**config.mk**
```make
export PLATFORM = sky130hd
export DESIGN_NAME = chm_front
export DESIGN_NICKNAME = d
export VERILOG_FILES = /design/src/sv/chm_pkg.sv /design/src/sv/chm_front.sv
export SDC_FILE = /design/constraint.sdc
export NUM_CORES = 1
export LEC_CHECK = 0
export BUFFER_PORTS_ARGS = -buffer_cell sky130_fd_sc_hd__buf_4
export CORE_MARGIN = 2
export CORE_UTILIZATION = 35
export CTS_CLUSTER_DIAMETER = 200
export DETAILED_ROUTE_END_ITERATION = 10
export SYNTH_ARGS = -nofsm -noshare
export SYNTH_HDL_FRONTEND = slang
export SYNTH_SLANG_ARGS = --single-unit
```
**constraint.sdc**
```tcl
create_clock -name aclk -period 5.7 [get_ports aclk]
set_input_delay 1.14 -clock aclk [delete_from_list [all_inputs] [get_ports aclk]]
set_output_delay 1.14 -clock aclk [all_outputs]
set_load 0.05 [all_outputs]
```
**src/sv/chm_pkg.sv**
```systemverilog
`timescale 1ns / 1ps
`default_nettype none
package chm_pkg;
    localparam int MAX_BUCKETS = 1024;
    localparam int POOL_NODES  = 1024;
    localparam int KEY_BITS    = 32;
    localparam int VALUE_BITS  = 8;
    localparam int BKT_W  = $clog2(MAX_BUCKETS);
    localparam int NODE_W = $clog2(POOL_NODES);
    localparam int PTR_W  = NODE_W + 1;           // extra bit: null
    localparam int CNT_W  = $clog2(POOL_NODES + 1);
    localparam int SIZE_W = $clog2(MAX_BUCKETS + 1);
    localparam int CMD_W  = 2 + KEY_BITS + VALUE_BITS;
    localparam int RES_W  = 2 + VALUE_BITS;
    localparam int IN_TDATA_W  = ((CMD_W + 7) / 8) * 8;
    localparam int OUT_TDATA_W = ((RES_W + 7) / 8) * 8;
    localparam logic [PTR_W-1:0] NIL = PTR_W'(POOL_NODES);

    localparam logic [1:0] FN_INSERT = 2'd0;
    localparam logic [1:0] FN_LOOKUP = 2'd1;
    localparam logic [1:0] FN_REMOVE = 2'd2;

    localparam logic [1:0] ST_OK   = 2'd0;
    localparam logic [1:0] ST_MISS = 2'd1;
    localparam logic [1:0] ST_FULL = 2'd2;

    typedef struct packed {
        logic [1:0]            func;
        logic [KEY_BITS-1:0]   key;
        logic [VALUE_BITS-1:0] value;
    } cmd_t;

    typedef struct packed {
        logic [1:0]            status;
        logic [VALUE_BITS-1:0] found_value;
    } res_t;
endpackage
`default_nettype wire

```
**src/sv/chm_front.sv**
```systemverilog
`timescale 1ns / 1ps
`default_nettype none
// Input field unpacking plus 2-entry command queue.
module chm_front (
    input  wire logic                                aclk,
    input  wire logic                                aresetn,
    input  wire logic                                s_valid,
    output logic                                     s_ready,
    input  wire logic [chm_pkg::IN_TDATA_W-1:0]      s_data,
    output logic                                     q_valid,
    input  wire logic                                q_ready,
    output chm_pkg::cmd_t                            q_cmd
);
    import chm_pkg::*;
    cmd_t mem_reg [2];
    logic wp_reg, rp_reg;
    logic [1:0] cnt_reg;
    cmd_t in_cmd;

    assign in_cmd.func  = s_data[1:0];
    assign in_cmd.key   = s_data[2 +: KEY_BITS];
    assign in_cmd.value = s_data[2 + KEY_BITS +: VALUE_BITS];
    assign s_ready = (cnt_reg != 2'd2);
    assign q_valid = (cnt_reg != 2'd0);
    assign q_cmd   = mem_reg[rp_reg];

    always_ff @(posedge aclk) begin
        if (!aresetn) begin
            wp_reg <= 1'b0; rp_reg <= 1'b0; cnt_reg <= 2'd0;
        end else begin
            if (s_valid && s_ready) begin
                mem_reg[wp_reg] <= in_cmd;
                wp_reg <= ~wp_reg;
            end
            if (q_valid && q_ready) rp_reg <= ~rp_reg;
            cnt_reg <= cnt_reg + 2'(s_valid && s_ready) - 2'(q_valid && q_ready);
        end
    end
endmodule
`default_nettype wire

```
==> key figures, run 1 <==
Run status
  • Outcome: completed

Logic synthesis
  • Register bit total from synthesis: 89
  • Syn Std Cell Area: 3470 sq um
  • Synth top area share: 72.6%
  • Area fraction in and, or, nand and nor cells after synthesis: 1.80%
  • Synth area leader: edfxtp_1
  • Multiplexer share of the synthesized area: 17.9%
  • Synth top cells by count: edfxtp_1, mux2_4, dfxtp_1
  • Number of synthesized flops with an enable pin: 84
  • Post-synthesis async set-or-reset flop share: 0%
  • Main flop type after synthesis: edfxtp_1
  • Largest family of logic cells by synthesized area: multiplexers
  • Synth area leaders: edfxtp_1, mux2_4, dfxtp_1
  • Post-Syn Instances: 156
  • Adder-Cell Fraction of Synth Area: 0.720%
  • Count of cell types in the netlist: 19
  • Most common cell in the synthesized netlist: edfxtp_1
  • Avg Cell Area, Syn: 22.3 sq um
  • Post-synthesis sequential area ratio: 75.5%
  • Synthesis Warnings: 0
  • Compound-gate portion of the synthesized area: 0.432%
  • Xor and xnor area share after synthesis: 0.756%
  • Mapped Nets: 210

CTS
  • # hold bufs at CTS: 0
  • Worst-path clk slew: 0.08 ns
  • Root buffer cell: clkbuf_8
  • CTS resizes: 0
  • Htree depth: 3
  • CTS tree: built
  • Post-CTS Setup Bufs: 0
  • TritonCTS Buffers: 9
  • Clk buf depth: 2
  • Sink Count: 89
  • Clock Latency Late Sink: 0.34 ns

Worst setup path
  • Crit path launch type: flip-flop
  • Critical path arrival: 2.25 ns
  • R2r setup slk: 3.74 ns
  • Crit-path cells: buf_4, mux2_2, buf_4
  • Reg2reg start: cnt_reg[0]$_SDFF_PN0_
  • CP most frequent cell: buf_4
  • CP delay by family, top: flip-flops
  • CP bufs+invs: 2
  • Max incr delay on CP: 0.80 ns
  • Crit-path max FO: 22
  • Reg-to-Reg End: mem_reg[1][41]$_DFFE_PP_
  • Crit. End Element: output pin
  • Setup Crit Path Kind: flip-flop to output pin
  • CP required: 4.56 ns
  • FF-to-FF path depth: 3
  • Master of the slowest instance on the critical path: dfxtp_2

Layout
  • Diode count: 0
  • Max reg flops: 84
  • Post-Layout Cell Count: 391
  • Layout cells sized above 1: 58.9%
  • Multi-input gate area: 761 sq um
  • Final instance area: 4480 sq um
  • Area grow syn2layout: 28.9%
  • Final core occ: 46.2%
  • Flip-flop and latch area: 2620 sq um
  • Final Net Count: 307
  • Layout fillers: 856

Placed design
  • GP Congestion: 0.614
  • Placed Cells: 375
  • Detail Placement HPWL: 3700 um
  • Post-DP Area: 4240 sq um
  • Port Buf Inserts: 89

Routing
  • DRC: 0
  • Total wire length: 5710 um
  • 1st-pass router iterations: 4
  • Via density per instance: 4.28
  • Via count: 1,674
  • DR iter-0 viols: 27
  • Post-route antenna net violation count: 0
  • Routed len/inst: 14.6 um

Floorplanning
  • Die width: 104 um
  • Core area: 9680 sq um
  • DIE AREA: 10,700 sq um
  • I/O pins: 96
  • Cell Rows: 36
  • Die outline height: 104 um
  • Starting Density: 35.9%

Min path
  • Hold-critical path depth: 2
  • Worst Hold End: wp_reg$_SDFFE_PN0P_
  • Worst hold path type: flip-flop to flip-flop
  • Hold_sp: wp_reg$_SDFFE_PN0P_

Power
  • Maximum vdd drop: 0.000189 V
  • LEAKAGE: 0.00172 uW
  • Power Dens Cells: 449 nW/um^2

STA
  • Final Max Tran Viols: 0
  • Peak Freq: 295 MHz
  • Actual slew at the worst max-slew pin: 1.03 ns
  • Layout Skew: 0.00863 ns
  • Sum Neg Setup Slack: 0 ns
  • Hold WS: 0.541 ns
  • Finish-stage setup viols: 0
  • Unrepaired setup endpoints after global routing: false
  • Slew HR: 31.4%
  • Final Hold Fails: 0
  • Tcrit/Tclk final: 59.4%
  • Period minus WS final: 3.39 ns

Global route
  • Grt ovf: 0
  • Initial antenna violation count: 0
  • First-pass GRT wire length: 8870 um
  • Vias in the first global route: 1,768
  • Largest net degree at the start of global routing: 43
  • Overall global routing resource usage: 10.9%

Flow run
  • Maxcap violations: 0
-- worst max path at each step --
stage	to	slack, ns	cells after the start
floorplan	mem_reg[0][0]$_DFFE_PP_	2.24	2
global placement	q_cmd[41]	2.64	3
detailed placement	q_cmd[41]	2.62	3
CTS	q_cmd[41]	2.24	3
global route	q_cmd[41]	2.17	3
finish	q_cmd[41]	2.31	3
-- worst register-to-register path, stage by stage, from the launching register on --
cell and delay [ns]:
dfxtp_1 0.36, nand2b_1 0.15, and2_1 0.16, and3_2 0.88
-- cell usage in the layout (no fill, tap or decap), types with 2 or more instances in the layout --
master      n
and2_1      3
buf_4      91
bufinv_16   3
clkbuf_1    2
clkbuf_8    9
dfxtp_1     4
edfxtp_1   84
ha_1        2
inv_1       2
mux2_2      2
mux2_4     40
nor2b_1     2
xnor2_1     3
-- layer usage --
| layer | global-route usage (%) | share of wire (%) |
|---|---|---|
| met1 | 12.8 | 43 |
| met2 | 18.1 | 50 |
| met3 | 3.71 | 5.3 |
| met4 | 4.73 | 2.0 |
| met5 | 0 | 0 |
-- per-stage QoR --
stage               setup slack, ns  power [uW]
CTS                            2.24        2050
detailed placement             2.62        1540
global placement               2.64        1530
floorplan                      2.24        1390
global route                   2.17        2100
finish                         2.31        2010
-- power breakdown --
part	internal, uW	switching (uW)
clock	292	207
combinational	275	416
sequential	779	44.0
-- cells by family (layout without fill, tap and decap cells) --
group / count (synthesis) / in the layout
simple gates: 11 / 11
mux: 42 / 42
flops: 89 / 89
xor+xnor: 3 / 3
compound gates: 2 / 2
fa+ha+maj: 2 / 2
buf+inv: 7 / 109
-- cell type report --
cell class,instances,area share [%]
Tap cell,133,3.72
Inverter,2,0.168
Clock buffer,11,2.93
Clock inverter,5,2.32
Sequential cell,89,58.6
Timing Repair Buffer,91,15.3
Multi-Input combinational cell,60,17.0
(Power assumes the default switching activity.)
==> run 2: changes to the inputs <==
==> constraint.sdc (replaced) <==
create_clock -name aclk -period 3.5 [get_ports aclk]
set_input_delay 0.7 -clock aclk [delete_from_list [all_inputs] [get_ports aclk]]
set_output_delay 0.7 -clock aclk [all_outputs]
set_load 0.05 [all_outputs]
==> run 2 against run 1 <==
  * Die area did not move
  * Clock power rose by 19%
  * Sequential share of layout area rose by 0.61 points
  * Power rose by 53%
  * Final area fell by 1.0%
  * Non-clock buffer count rose by 2
==> key figures, run 2 (synthesized netlist as in run 1, its figures left out) <==
Routing
  • Via count: 1,686 (+0.72%)
  • 1st-pass router iterations: 4 (unchanged)
  • Total wire length: 5670 um (-0.67%)
  • DR iter-0 viols: 60 (+120%)
  • DRC: 0 (unchanged)
  • Post-route antenna net violation count: 0 (unchanged)
  • Routed len/inst: 14.4 um (-1.2%)
  • Via density per instance: 4.29 (+0.20%)

Placed design
  • Port Buf Inserts: 89 (unchanged)
  • GP Congestion: 0.671 (+9.3%)
  • Detail Placement HPWL: 3670 um (-0.87%)

Layout
  • Final Net Count: 309 (+0.65%)
  • Diode count: 0 (unchanged)
  • Commonest non-fill, non-tap cell in the layout: buf_4
  • Most frequent cells in the layout: buf_4, edfxtp_1, mux2_4
  • Final core occ: 45.7% (-0.48 points)
  • Area grow syn2layout: 27.6%
  • Max reg flops: 84 (unchanged)
  • Layout cells sized above 1: 58.8% (-0.069 points)

STA
  • Unrepaired setup endpoints after global routing: false
  • Finish-stage setup viols: 0 (unchanged)
  • Layout Skew: 0.0112 ns (+0.00261 ns)
  • Period minus WS final: 2.51 ns
  • Final Max Tran Viols: 0 (unchanged)
  • Peak Freq: 398 MHz
  • Hold WS: 0.526 ns (-0.0147 ns)
  • Tcrit/Tclk final: 71.7%
  • Slew HR: 60.2% (+29 points)
  • Final Hold Fails: 0 (unchanged)
  • Sum Neg Setup Slack: 0 ns (unchanged)
  • Actual slew at the worst max-slew pin: 0.597 ns (-0.431 ns)

Floorplanning
  • Cell Rows: 36 (unchanged)
  • Die outline height: 104 um (unchanged)
  • Core area: 9680 sq um (unchanged)
  • Starting Density: 35.9% (unchanged)
  • DIE AREA: 10,700 sq um (unchanged)
  • I/O pins: 96 (unchanged)
  • Die width: 104 um (unchanged)

Worst setup path
  • Reg2reg start: cnt_reg[0]$_SDFF_PN0_
  • FF-to-FF path depth: 4 (+1)
  • Critical path arrival: 1.81 ns (-0.44 ns)
  • Setup Crit Path Kind: flip-flop to output pin
  • R2r setup slk: 1.75 ns (-1.99 ns)
  • Crit. End Element: output pin
  • Crit-path max FO: 12 (-45%)
  • CP required: 2.80 ns (-1.76 ns)
  • Crit path launch type: flip-flop
  • Reg-to-Reg End: mem_reg[1][23]$_DFFE_PP_

CTS
  • Worst-path clk slew: 0.09 ns (about the same)
  • Root buffer cell: clkbuf_8
  • # hold bufs at CTS: 0 (unchanged)
  • Clk buf depth: 2 (unchanged)
  • TritonCTS Buffers: 9 (unchanged)
  • Clock Latency Late Sink: 0.35 ns (about the same)
  • CTS tree: built
  • CTS resizes: 0 (unchanged)
  • Post-CTS Setup Bufs: 0 (unchanged)
  • Htree depth: 3 (unchanged)
  • Sink Count: 89 (unchanged)

Run status
  • Outcome: completed

Global route
  • First-pass GRT wire length: 8750 um (-1.4%)
  • Initial antenna violation count: 0 (unchanged)
  • Grt ovf: 0 (unchanged)
  • Vias in the first global route: 1,763 (-0.28%)
  • Largest net degree at the start of global routing: 43 (unchanged)
  • Overall global routing resource usage: 11.0% (+0.16 points)

Min path
  • Hold_sp: s_data[14]
  • Worst hold path type: input pin to flip-flop
  • Hold-critical path depth: 1 (-1)
  • Worst Hold End: mem_reg[1][20]$_DFFE_PP_

Power
  • Maximum vdd drop: 0.000334 V (+76%)
  • Power Dens Cells: 694 nW/um^2 (+54%)
  • LEAKAGE: 0.00170 uW (-1.3%)

Flow run
  • Maxcap violations: 0 (unchanged)
## run 2: changes by cell type in the layout (fill, tap and decap cells not counted), sizes merged
cell / delta
buf: +2
bufinv: -3
clkbuf: -1
clkinv: +2
clkinvlp: +1
inv: +1
## run 2: worst max-delay path by stage
stage                           from                       to  slack [ns]  cells past startpoint
2_1_floorplan  cnt_reg[0]$_SDFF_PN0_  mem_reg[0][0]$_DFFE_PP_        0.30                      3
3_3_place_gp               flip-flop                q_cmd[41]        1.34                      3
3_5_place_dp               flip-flop                q_cmd[41]        1.34                      3
4_1_cts                    flip-flop                q_cmd[41]        0.94                      3
5_1_grt                    flip-flop                 q_cmd[0]        0.89                      3
6_report                   flip-flop                q_cmd[41]        0.99                      3
## run 2: per-layer routing
metal | vias to the layer above | wire (um) | GRT usage, %
met2 | 54 | 2770 | 18.0
li1 | 800 | - | -
met4 | 0 | 145 | 7.24
met1 | 823 | 2460 | 12.6
met3 | 9 | 285 | 3.15
met5 | - | 0 | 0
## run 2: layout make-up
class	count	area [sq um]
clock inverter	6	33.8
fill	862	5250
timing repair buffer	93	711
clock buffer	10	128
sequential	89	2620
inverter	2	7.51
multi-input combinational	60	761
tap	133	166
## run 2: critical path, stage by stage (launching register included)
cell     delay [ns]
dfxtp_2        0.60
buf_4          0.30
mux2_2         0.36
buf_4          0.19
## run 2: metrics by stage
stage / setup WS [ns] / std cells / area, sq um / total power [uW]
after CTS: 0.937 / 393 / 4430 / 3120
after floorplan: 0.299 / 156 / 3470 / 2270
after detailed placement: 1.34 / 377 / 4270 / 2520
final: 0.989 / 393 / 4430 / 3070
after global routing: 0.891 / 393 / 4430 / 3210
after global placement: 1.34 / 377 / 4270 / 2510
## run 2: power by group
| group | internal, uW | leakage, uW | total (uW) | switching [uW] |
|---|---|---|---|---|
| Combinational | 460 | 0.000810 | 1160 | 699 |
| Sequential | 1270 | 0.000811 | 1320 | 54.3 |
| Clock | 253 | 0.0000815 | 593 | 340 |
| Total | 1980 | 0.00170 | 3070 | 1090 |
==> run 3: changes to the inputs <==
==> constraint.sdc (replaced) <==
create_clock -name aclk -period 2.3 [get_ports aclk]
set_input_delay 0.46 -clock aclk [delete_from_list [all_inputs] [get_ports aclk]]
set_output_delay 0.46 -clock aclk [all_outputs]
set_load 0.05 [all_outputs]
==> run 3 against run 2 <==
  * Sequential power up 50%
  * Critical path depth unchanged
  * Combinational power up 56%
  * Routed wire length down 0.30%
  * First-iteration DRC count up 6.7%
  * Hold slack worse by 0.23 ns
  * Register-to-register slack worse by 1.2 ns
  * Core utilization up 0.43 points
  * Power up 56%
  * Die area unchanged
  * Cell count down 0.25%
  * Clock power up 68%
  * Critical endpoint is now q_cmd[37]
  * Highest routed layer unchanged
==> key figures, run 3 (synthesized netlist as in run 1, its figures left out) <==
Placed design
  • Port Buf Inserts: 89 (unchanged)
  • GP Congestion: 0.646 (-3.6%)
  • Placement Setup Slack: 0.551 ns (-0.792 ns)

Power
  • Total net switching power: 1650 uW (+51%)
  • Net Sw Frac: 34.4% (-1.1 points)
  • Power Dens Cells: 1070 nW/um^2 (+54%)
  • Total power: 4780 uW (+56%)
  • P_int: 3140 uW (+58%)
  • Clock Power Share: 20.8% (+1.5 points)
  • Flop pwr share: 41.3% (-1.7 points)
  • Logic pwr share: 37.9% (+0.2 points)
  • Maximum vdd drop: 0.000558 V (+67%)
  • LEAKAGE: 0.00171 uW (+0.65%)

Worst setup path
  • Setup Crit Path Kind: flip-flop to output pin
  • CP delay by family, top: buffers and inverters
  • Critical path arrival: 1.58 ns (-0.23 ns)
  • Crit path launch type: flip-flop
  • Master of the slowest instance on the critical path: buf_4
  • CP required: 1.84 ns (-0.96 ns)
  • R2r setup slk: 0.56 ns (-1.19 ns)
  • Crit. End Element: output pin
  • CP bufs+invs: 2 (unchanged)
  • Crit-path max FO: 19 (+7)
  • Crit-path cells: buf_4, mux2_4, buf_4
  • Max incr delay on CP: 0.36 ns (-0.24 ns)
  • CP most frequent cell: buf_4

Layout
  • Commonest non-fill, non-tap cell in the layout: buf_4
  • Most frequent cells in the layout: buf_4, edfxtp_1, mux2_4
  • Area grow syn2layout: 28.7%
  • Final Net Count: 309 (unchanged)
  • Layout cells sized above 1: 58.7% (-0.16 points)
  • Max reg flops: 84 (unchanged)
  • Diode count: 0 (unchanged)
  • Final core occ: 46.2% (+0.43 points)
  • Layout fillers: 859 (-0.35%)

Floorplanning
  • Core area: 9680 sq um (unchanged)
  • DIE AREA: 10,700 sq um (unchanged)
  • Starting Density: 35.9% (unchanged)
  • I/O pins: 96 (unchanged)
  • Cell Rows: 36 (unchanged)
  • Die outline height: 104 um (unchanged)
  • Die width: 104 um (unchanged)

STA
  • Tcrit/Tclk final: 88.7%
  • Unrepaired setup endpoints after global routing: false
  • Slew HR: 74.9% (+15 points)
  • Sum Neg Setup Slack: 0 ns (unchanged)
  • Peak Freq: 490 MHz
  • Actual slew at the worst max-slew pin: 0.377 ns (-0.220 ns)
  • Final Max Tran Viols: 0 (unchanged)
  • Hold WS: 0.301 ns (-0.226 ns)
  • Layout Skew: 0.00568 ns (-0.00556 ns)
  • Period minus WS final: 2.04 ns
  • Final worst slack: 0.260 ns (-0.729 ns)
  • Finish-stage setup viols: 0 (unchanged)
  • Final Hold Fails: 0 (unchanged)

CTS
  • # hold bufs at CTS: 0 (unchanged)
  • Clock Latency Late Sink: 0.34 ns (about the same)
  • Clk buf depth: 2 (unchanged)
  • Htree depth: 3 (unchanged)
  • TritonCTS Buffers: 9 (unchanged)
  • Sink Count: 89 (unchanged)
  • CTS resizes: 0 (unchanged)
  • CTS tree: built
  • Worst-path clk slew: 0.08 ns (about the same)
  • Post-CTS Setup Bufs: 0 (unchanged)
  • Root buffer cell: clkbuf_8

Routing
  • DR iter-0 viols: 64 (+6.7%)
  • 1st-pass router iterations: 4 (unchanged)
  • Total wire length: 5650 um (-0.30%)
  • Post-route antenna net violation count: 0 (unchanged)
  • Via density per instance: 4.24 (-1.1%)
  • DRC: 0 (unchanged)
  • Via count: 1,663 (-1.4%)
  • Routed len/inst: 14.4 um (about the same)

Global route
  • Vias in the first global route: 1,715 (-2.7%)
  • First-pass GRT wire length: 9160 um (+4.7%)
  • Initial antenna violation count: 0 (unchanged)
  • Overall global routing resource usage: 11.0% (about the same)
  • Largest net degree at the start of global routing: 43 (unchanged)
  • Grt ovf: 0 (unchanged)

Run status
  • Outcome: completed

Min path
  • Worst hold path type: input pin to flip-flop

Flow run
  • Maxcap violations: 0 (unchanged)
run 3: path summary, 6_finish.rpt:
check,from,end,depth (start not counted)
hold reg to reg,wp_reg$_SDFFE_PN0P_,wp_reg$_SDFFE_PN0P_,2
setup / recovery,flip-flop,q_cmd[37],3
setup reg to reg,cnt_reg[0]$_SDFF_PN0_,cnt_reg[1]$_SDFF_PN0_,9
hold / removal,s_data[19],mem_reg[1][25]$_DFFE_PP_,1
run 3: through the flow:
step	area (sq um)	instances
finish	4470	392
global route	4470	392
CTS	4470	392
detailed placement	4290	377
global placement	4290	377
floorplan	3480	156
run 3: area by class of cell:
type | instances | area, sq um | share of cell area, %
Multi-Input combinational cell | 60 | 761 | 17.0
Timing Repair Buffer | 93 | 736 | 16.5
Clock buffer | 12 | 135 | 3.02
Sequential cell | 89 | 2620 | 58.7
Tap cell | 133 | 166 | 3.72
Clock inverter | 3 | 42.5 | 0.951
Inverter | 2 | 7.51 | 0.168
run 3: layer usage:
metal  wire length, um  GRT usage (%)
met5                 0              0
met1              2500           13.9
met2              2800           17.7
met4                71           3.76
met3               281           3.90
run 3: worst register-to-register path, delay by kind of cell, from the launching register on:
family | cells | cell delay (ns)
and+or+nand+nor | 3 | 0.48
adders and majority gates | 2 | 0.45
DFF | 1 | 0.37
xor gates and xnor gates | 2 | 0.26
buffers and inverters | 2 | 0.09
run 3: power by group through the flow:
| stage | Clock (uW) | Sequential (uW) | Combinational [uW] |
|---|---|---|---|
| 5_1_grt | 1100 | 1990 | 1910 |
| 4_1_cts | 1030 | 1980 | 1850 |
| 3_3_place_gp | 0 | 2010 | 1830 |
| 6_report | 997 | 1980 | 1810 |
| 3_5_place_dp | 0 | 2010 | 1840 |
| 2_1_floorplan | 0 | 2000 | 1450 |
